$ cat src/design/tdbs_pkg.sv
// Shared constants, types and helpers for the temporal difference box-sum filter.
// Used by the stream interfaces, the emitter and the top level.
package tdbs_pkg;

   // sample and result field widths
   localparam int unsigned PIX_W     = 8;
   localparam int unsigned OUT_COL_W = 11;
   localparam int unsigned OUT_ROW_W = 12;

   // configuration port
   localparam int unsigned CSR_INDEX_W = 1;
   localparam int unsigned CSR_DATA_W  = 13;
   localparam int unsigned FRAME_WIDTH_W  = 12;
   localparam int unsigned FRAME_HEIGHT_W = 13;
   localparam int unsigned FRAME_WIDTH_RST  = 640;
   localparam int unsigned FRAME_HEIGHT_RST = 480;
   localparam int unsigned MIN_SIZE = 3;

   // default size limits for the top level
   localparam int unsigned DEF_MAX_WIDTH  = 2048;
   localparam int unsigned DEF_MAX_HEIGHT = 4096;

   // arithmetic widths
   localparam int unsigned DIFF_W  = PIX_W + 1;   // new - old
   localparam int unsigned CS_W    = DIFF_W + 2;  // sum of three lines
   localparam int unsigned WIN_W   = CS_W + 2;    // sum of three columns
   localparam int unsigned BIAS_W  = WIN_W + 1;   // window plus offset, non-negative
   localparam int unsigned HALF_W  = BIAS_W - 2;  // (window + offset) / 2
   localparam int unsigned NCHAN   = 3;
   localparam int unsigned LINE_W  = NCHAN * DIFF_W;

   // (win + 2295) / 18 == ((win + 2295) >> 1) / 9 ; /9 by reciprocal 7282 / 2^16
   localparam int unsigned DIFF_OFFSET = 2295;
   localparam int unsigned RECIP_NINE  = 7282;
   localparam int unsigned RECIP_W     = 13;
   localparam int unsigned RECIP_SHIFT = 16;
   localparam int unsigned PROD_W      = HALF_W + RECIP_W;

   // per-item result list, emitted lowest bit first
   localparam int unsigned EMIT_W = 4;
   localparam logic [EMIT_W-1:0] EMIT_LEFT  = 4'b0001; // zero at (0, row-1)
   localparam logic [EMIT_W-1:0] EMIT_WIN   = 4'b0010; // window at (col-1, row-1)
   localparam logic [EMIT_W-1:0] EMIT_RIGHT = 4'b0100; // zero at (col, row-1)
   localparam logic [EMIT_W-1:0] EMIT_HERE  = 4'b1000; // zero at (col, row)

   typedef enum logic [CSR_INDEX_W-1:0] {
      CSR_FRAME_WIDTH  = 1'b0,
      CSR_FRAME_HEIGHT = 1'b1
   } csr_index_type;

   typedef logic [NCHAN-1:0][DIFF_W-1:0] diff_vec_type;
   typedef logic [NCHAN-1:0][HALF_W-1:0] half_vec_type;

   // one item handed from the window stage to the emitter
   typedef struct packed {
      logic [EMIT_W-1:0]    emit_mask;
      logic [OUT_COL_W-1:0] col;
      logic [OUT_COL_W-1:0] col_prev;
      logic [OUT_ROW_W-1:0] row;
      logic [OUT_ROW_W-1:0] row_prev;
      half_vec_type         half_sum;
   } item_type;

   // last index of a frame dimension, sizes below three act as three
   function automatic int unsigned size_last(int unsigned v, int unsigned hi);
      if (v < MIN_SIZE) return MIN_SIZE - 1;
      if (v > hi) return hi - 1;
      return v - 1;
   endfunction

endpackage

$ cat src/design/tdbs_rsp_if.sv
// Result stream interface: filtered pixel, its position and the run end flag.
// Depends on tdbs_pkg for field widths.
interface tdbs_rsp_if import tdbs_pkg::*; ();
   logic                 valid;
   logic                 ready;
   logic [PIX_W-1:0]     out_red;
   logic [PIX_W-1:0]     out_green;
   logic [PIX_W-1:0]     out_blue;
   logic [OUT_COL_W-1:0] out_col;
   logic [OUT_ROW_W-1:0] out_row;
   logic                 run_last;

   modport source (output valid, out_red, out_green, out_blue,
                   output out_col, out_row, run_last, input ready);
   modport sink   (input valid, out_red, out_green, out_blue,
                   input out_col, out_row, run_last, output ready);
endinterface

$ cat src/design/tdbs_emitter.sv
// Result stage: holds one item, issues its results one per transfer, scales
// the window sums by 1/9 and drives the output register. Depends on tdbs_pkg.
module tdbs_emitter import tdbs_pkg::*; (
   input  logic       clock,
   input  logic       reset,
   input  logic       load,
   input  item_type   item,
   output logic       free,
   tdbs_rsp_if.source rsp_chan
);

   logic              s2_valid_ff, s2_valid_in;
   logic [EMIT_W-1:0] mask_ff, mask_in;
   item_type          item_ff;
   logic              out_valid_ff, out_valid_in;

   logic [EMIT_W-1:0] pick, rest;
   logic              out_load, emit;
   logic [NCHAN-1:0][PIX_W-1:0] scaled;
   logic [NCHAN-1:0][PROD_W-1:0] prod;

   logic [NCHAN-1:0][PIX_W-1:0] val_ff, val_in;
   logic [OUT_COL_W-1:0] col_ff, col_in;
   logic [OUT_ROW_W-1:0] row_ff, row_in;
   logic                 last_ff;

   assign out_load = !out_valid_ff || rsp_chan.ready;
   assign pick     = mask_ff & (~mask_ff + EMIT_W'(1));
   assign rest     = mask_ff & ~pick;
   assign emit     = s2_valid_ff && (mask_ff != '0) && out_load;
   assign free     = !s2_valid_ff || (mask_ff == '0) || (emit && (rest == '0));

   // divide by nine through the reciprocal
   always_comb begin
      for (int ch = 0; ch < NCHAN; ch++) begin
         prod[ch]   = PROD_W'(item_ff.half_sum[ch]) * PROD_W'(RECIP_NINE);
         scaled[ch] = prod[ch][RECIP_SHIFT +: PIX_W];
      end
   end

   always_comb begin
      val_in = '0;
      col_in = item_ff.col;
      row_in = item_ff.row;
      case (pick)
         EMIT_LEFT: begin
            col_in = '0;
            row_in = item_ff.row_prev;
         end
         EMIT_WIN: begin
            val_in = scaled;
            col_in = item_ff.col_prev;
            row_in = item_ff.row_prev;
         end
         EMIT_RIGHT: begin
            row_in = item_ff.row_prev;
         end
         EMIT_HERE: begin
            row_in = item_ff.row;
         end
         default: begin
            val_in = '0;
         end
      endcase
   end

   always_comb begin
      s2_valid_in = s2_valid_ff;
      mask_in     = mask_ff;
      if (load) begin
         s2_valid_in = 1'b1;
         mask_in     = item.emit_mask;
      end else if (free) begin
         s2_valid_in = 1'b0;
         mask_in     = '0;
      end else if (emit) begin
         mask_in = rest;
      end
      out_valid_in = emit ? 1'b1 : (rsp_chan.ready ? 1'b0 : out_valid_ff);
   end

   always_ff @(posedge clock) begin
      if (reset) begin
         s2_valid_ff  <= 1'b0;
         mask_ff      <= '0;
         out_valid_ff <= 1'b0;
      end else begin
         s2_valid_ff  <= s2_valid_in;
         mask_ff      <= mask_in;
         out_valid_ff <= out_valid_in;
      end
   end

   always_ff @(posedge clock) begin
      if (load) begin
         item_ff <= item;
      end
      if (emit) begin
         val_ff  <= val_in;
         col_ff  <= col_in;
         row_ff  <= row_in;
         last_ff <= (rest == '0);
      end
   end

   assign rsp_chan.valid     = out_valid_ff;
   assign rsp_chan.out_red   = val_ff[0];
   assign rsp_chan.out_green = val_ff[1];
   assign rsp_chan.out_blue  = val_ff[2];
   assign rsp_chan.out_col   = col_ff;
   assign rsp_chan.out_row   = row_ff;
   assign rsp_chan.run_last  = last_ff;

   // a column-one item never also carries a window result
   a_left_win_excl: assert property (@(posedge clock) disable iff (reset)
      s2_valid_ff |-> !(((mask_ff & EMIT_LEFT) != '0) && ((mask_ff & EMIT_WIN) != '0)))
      else $error("left border and window result on one item");

   // a result that is not last leaves its item pending
   a_not_last_pending: assert property (@(posedge clock) disable iff (reset)
      (out_valid_ff && !last_ff) |-> (s2_valid_ff && (mask_ff != '0)))
      else $error("non-last result without pending item");

   // a partial emission keeps the item in place
   a_partial_holds: assert property (@(posedge clock) disable iff (reset)
      (emit && (rest != '0)) |=> (s2_valid_ff && (mask_ff == $past(rest))))
      else $error("partial emission lost remaining results");

endmodule

$ cat src/flat_wrapper.sv
// flat-port wrapper written by rule: the top's interface ports become plain ports
module tdbs_emitter_flat import tdbs_pkg::*;
  (clock, reset, load, item, free, rsp_chan_valid, rsp_chan_out_red, rsp_chan_out_green, rsp_chan_out_blue, rsp_chan_out_col, rsp_chan_out_row, rsp_chan_run_last, rsp_chan_ready);
  tdbs_rsp_if rsp_chan_i ();
  input  logic clock;
  input  logic reset;
  input  logic load;
  input  item_type item;
  output logic free;
  output wire logic [$bits(rsp_chan_i.valid)-1:0] rsp_chan_valid;
  output wire logic [$bits(rsp_chan_i.out_red)-1:0] rsp_chan_out_red;
  output wire logic [$bits(rsp_chan_i.out_green)-1:0] rsp_chan_out_green;
  output wire logic [$bits(rsp_chan_i.out_blue)-1:0] rsp_chan_out_blue;
  output wire logic [$bits(rsp_chan_i.out_col)-1:0] rsp_chan_out_col;
  output wire logic [$bits(rsp_chan_i.out_row)-1:0] rsp_chan_out_row;
  output wire logic [$bits(rsp_chan_i.run_last)-1:0] rsp_chan_run_last;
  input wire logic [$bits(rsp_chan_i.ready)-1:0] rsp_chan_ready;
  assign rsp_chan_valid = rsp_chan_i.valid;
  assign rsp_chan_out_red = rsp_chan_i.out_red;
  assign rsp_chan_out_green = rsp_chan_i.out_green;
  assign rsp_chan_out_blue = rsp_chan_i.out_blue;
  assign rsp_chan_out_col = rsp_chan_i.out_col;
  assign rsp_chan_out_row = rsp_chan_i.out_row;
  assign rsp_chan_run_last = rsp_chan_i.run_last;
  assign rsp_chan_i.ready = rsp_chan_ready;
  tdbs_emitter u_core (.clock(clock), .reset(reset), .load(load), .item(item), .free(free), .rsp_chan(rsp_chan_i));
endmodule
$ cat config.mk
export PLATFORM = sky130hd
export DESIGN_NAME = tdbs_emitter_flat
export DESIGN_NICKNAME = d
export VERILOG_FILES = /design/src/design/tdbs_pkg.sv /design/src/design/tdbs_rsp_if.sv /design/src/design/tdbs_emitter.sv /design/src/flat_wrapper.sv
export SDC_FILE = /design/constraint.sdc
export NUM_CORES = 1
export LEC_CHECK = 0
export BUFFER_PORTS_ARGS = -buffer_cell sky130_fd_sc_hd__buf_2
export CORE_MARGIN = 2
export CORE_UTILIZATION = 24
export DETAILED_ROUTE_END_ITERATION = 10
export PLACE_DENSITY = 0.4
export SYNTH_ARGS = -nofsm -noshare
export SYNTH_HDL_FRONTEND = slang
export SYNTH_SLANG_ARGS = --single-unit
$ cat constraint.sdc
create_clock -name clock -period 6.2 [get_ports clock]
set_input_delay 0.62 -clock clock [delete_from_list [all_inputs] [get_ports clock]]
set_output_delay 0.62 -clock clock [all_outputs]
set_load 0.005 [all_outputs]
==> impl_metrics.csv <==
group,metric,value,unit
finish,n_fill_cell,4604,
worst_setup_path,critPathArrivalTime,5.32,ns
finish,final_common_cell,"ha_1",
placed_design,globalplace.congestion,0.756,
timing,slew_viol_final,0,
timing,relSlewSlack,0.251,
synthesis,synth-xor-area-share,0.0247,
synthesis,ys_types,52,
global_routing,use_met1,0.142,
timing,min_period,5.11,ns
worst_setup_path,reg2reg_depth,19,
global_routing,grt.total_usage,0.112,
global_routing,grtUsageMet2,0.181,
synthesis,synth_top_family_by_area,"adder cells",
timing,fin_crit_sh,0.825,
synthesis,synth_seq_cells,136,
synthesis,synth_compound_area_frac,0.0612,
timing,fmax,196,MHz
worst_setup_path,r2r_start,"u_core.item_ff[31]",
cts,cts_resized,0,
synthesis,synth_fa_ha_area_frac,0.401,
worst_setup_path,end_kind,"flip-flop",
synthesis,synth_cells,853,
synthesis,synth_nets,1231,
detailed_routing,drtPass1Iterations,4,
cts,cts_tree,"built",
finish,final_cell_mix,"ha_1 (201), inv_1 (174), buf_2 (138)",
timing,worstMarginPinSlew,1.12,ns
worst_hold_path,min_path_cells,1,
detailed_routing,wl_per_cell,14.6,um
cts,clk_latency,0.47,ns
finish,area_growth,19.1,%
detailed_routing,initialDrtViolationCount,176,
detailed_routing,ant_nets,0,
synthesis,syn_area,10600,um2
worst_setup_path,r2r_end,"u_core.rsp_chan.out_blue[7]",
global_routing,grt-ovfl-total,0,
cts,clk_pin_slew,0.07,ns
timing,hold_viol_final,0,
finish,antenna_cells,0,
finish,final_nets,1385,
floorplan,ios,140,
cts,cts.htree.levels,4,
finish,instances_no_fill,1612,
global_routing,grt_max_degree,57,
cts,ctsHoldBuffers,0,
worst_hold_path,hold_end,"u_core.item_ff[81]",
timing,rsz0062_at_grt,"false",
status,status,"finished clean",
timing,final.setup_skew,0.0160,ns
floorplan,die_area,46000,um2
global_routing,antenna_found_initial,2,
job,max-cap-violations,0,
synthesis,async_flop_share,0,
finish,final_area,12700,um2
detailed_routing,num_vias,6428,
cts,root_buffer,"clkbuf_16",
synthesis,yosys.area_share.simple,0.0456,
pwr,cellPowerDensity,454,nW/um2
worst_hold_path,min_path_type,"in2reg",
timing,setup_viol,0,
global_routing,use_met3,0.0295,
timing,tns,0,ns
global_routing,grt_pass1_vias,7034,
synthesis,muxShareOfSynthArea,0.0240,
cts,cts_buffers,17,
pwr,ir_drop,0.000243,V
placed_design,portBuffers,139,
worst_setup_path,cp-start-kind,"flip-flop",
detailed_routing,drt_wl_total,23600,um
floorplan,rows,77,
placed_design,dp.cells,1580,
placed_design,place_hpwl,19500,um
worst_hold_path,min_from,"item[81]",
synthesis,ys.flop_type,"edfxtp_1",
synthesis,synth-seq-area-share,0.378,
floorplan,dieHeight,215,um
worst_setup_path,critical_path.max_fanout,4,
worst_setup_path,critical_path_class,"reg2reg",
cts,cts.sinks,136,
placed_design,placed_cell_area,12100,um2
detailed_routing,route.detailed.drc,0,
floorplan,start_util,0.242,
finish,finish.utilization,0.288,
finish,drive_gt1_frac,0.193,
worst_setup_path,crit_required,6.41,ns
pwr,power.leakage,6.00,nW
synthesis,yosys_warnings,0,
global_routing,grt_pass1_wl,38900,um
detailed_routing,routed_via_density,3.99,
worst_setup_path,ff2ff_setup_slack,1.09,ns
cts,cts_setup_buffers,0,
global_routing,grt_busiest_layer,"met2",
floorplan,die_w,215,um
synthesis,syn_area_per_cell,12.5,um2
cts,cts_buffer_depth,2,
floorplan,design.core.area,44000,um2
synthesis,synth_edf_count,130,
-- area by class of cell --
type                            count  area (um2)  area share
Clock inverter                     15         179      0.0141
Sequential cell                   136        4020       0.317
Timing Repair Buffer              142         721      0.0569
Inverter                          174         653      0.0515
Multi-Input combinational cell    536        5930       0.468
Tap cell                          592         741      0.0584
Clock buffer                       17         425      0.0336
-- power by group --
group | internal, W | switching (W)
clock | 0.000543 | 0.000497
sequential | 0.00109 | 0.0000427
combinational | 0.00162 | 0.00197
-- cell families (layout without fill, tap and decap cells) --
logic type,Yosys count,after routing
AOI/OAI and AO/OA,95,95
xor gates and xnor gates,30,30
and+or+nand+nor,98,98
adders and majority gates,289,289
DFF,136,136
muxes,24,24
buffers and inverters,181,348
-- how the worst max path moves through the flow --
| stage | slack [ns] | to | start | depth (start not counted) |
|---|---|---|---|---|
| after floorplan | 1.42 | u_core.rsp_chan.out_blue[7] | u_core.item_ff[31] | 19 |
| after global placement | 1.12 | u_core.rsp_chan.out_blue[7] | u_core.item_ff[31] | 19 |
| after detailed placement | 1.06 | u_core.rsp_chan.out_blue[7] | u_core.item_ff[31] | 19 |
| after CTS | 1.05 | u_core.rsp_chan.out_blue[7] | u_core.item_ff[31] | 19 |
| after global routing | 0.73 | u_core.rsp_chan.out_blue[7] | u_core.item_ff[31] | 19 |
| final | 1.09 | u_core.rsp_chan.out_blue[7] | u_core.item_ff[31] | 19 |
-- stage by stage --
stage | worst slack, ns | hold WS [ns] | total power, W
5_1_grt | 0.725 | 0.274 | 0.00648
4_1_cts | 1.05 | 0.258 | 0.00591
3_3_place_gp | 1.12 | 0.512 | 0.00480
3_5_place_dp | 1.06 | 0.508 | 0.00478
2_1_floorplan | 1.42 | 0.488 | 0.00391
6_report | 1.09 | 0.312 | 0.00576
-- synth_stat cells, drive strengths merged (3+ instances only) --
library cell,number,share of area
a211o,3,0.0025
a211oi,6,0.0042
a21o,16,0.011
a21oi,23,0.011
a221oi,3,0.0025
a31oi,4,0.0024
and3,4,0.0024
clkbuf,5,0.0018
dfxtp,6,0.011
edfxtp,130,0.37
fa,87,0.16
ha,201,0.24
inv,174,0.061
mux2,12,0.013
mux2i,12,0.011
nand2,19,0.0067
nand2b,3,0.0018
nand3,3,0.0014
nand4,3,0.0018
nor2,39,0.014
nor2b,4,0.0024
nor3,10,0.0052
o211ai,4,0.0028
o21a,7,0.0049
o21ai,15,0.0071
or3,4,0.0024
xnor2,17,0.014
xor2,13,0.011
-- routing by layer --
metal / vias up / routed length (um)
li1: 3240 / -
met1: 3067 / 11100
met2: 97 / 11200
met3: 22 / 787
met4: 2 / 466
met5: - / 17
-- worst max-delay path, stage by stage (launching register included) --
cell and delay [ns]:
edfxtp_1 0.39, inv_1 0.10, fa_1 0.54, inv_1 0.04, ha_1 0.29, inv_1 0.07, fa_1 0.53, inv_1 0.05
fa_1 0.50, inv_1 0.05, fa_1 0.53, inv_1 0.04, ha_1 0.33, a21oi_1 0.15, o21ai_0 0.18, a221oi_1 0.29
and3_1 0.23, o21bai_2 0.10, o311ai_0 0.31, o31ai_1 0.12
-- sequential cells by signal (all words and copies together) (netlist names) --
register                   count
u_core.rsp_chan.run_last       1
u_core.rsp_chan.valid          1
u_core.rsp_chan.out_red        8
u_core.rsp_chan.out_blue       8
u_core.mask_ff                 4
u_core.rsp_chan.out_row       12
u_core.item_ff                82
u_core.rsp_chan.out_col       11
u_core.rsp_chan.out_green      8
u_core.s2_valid_ff             1
No activity file was read; power rests on OpenSTA's default activity.
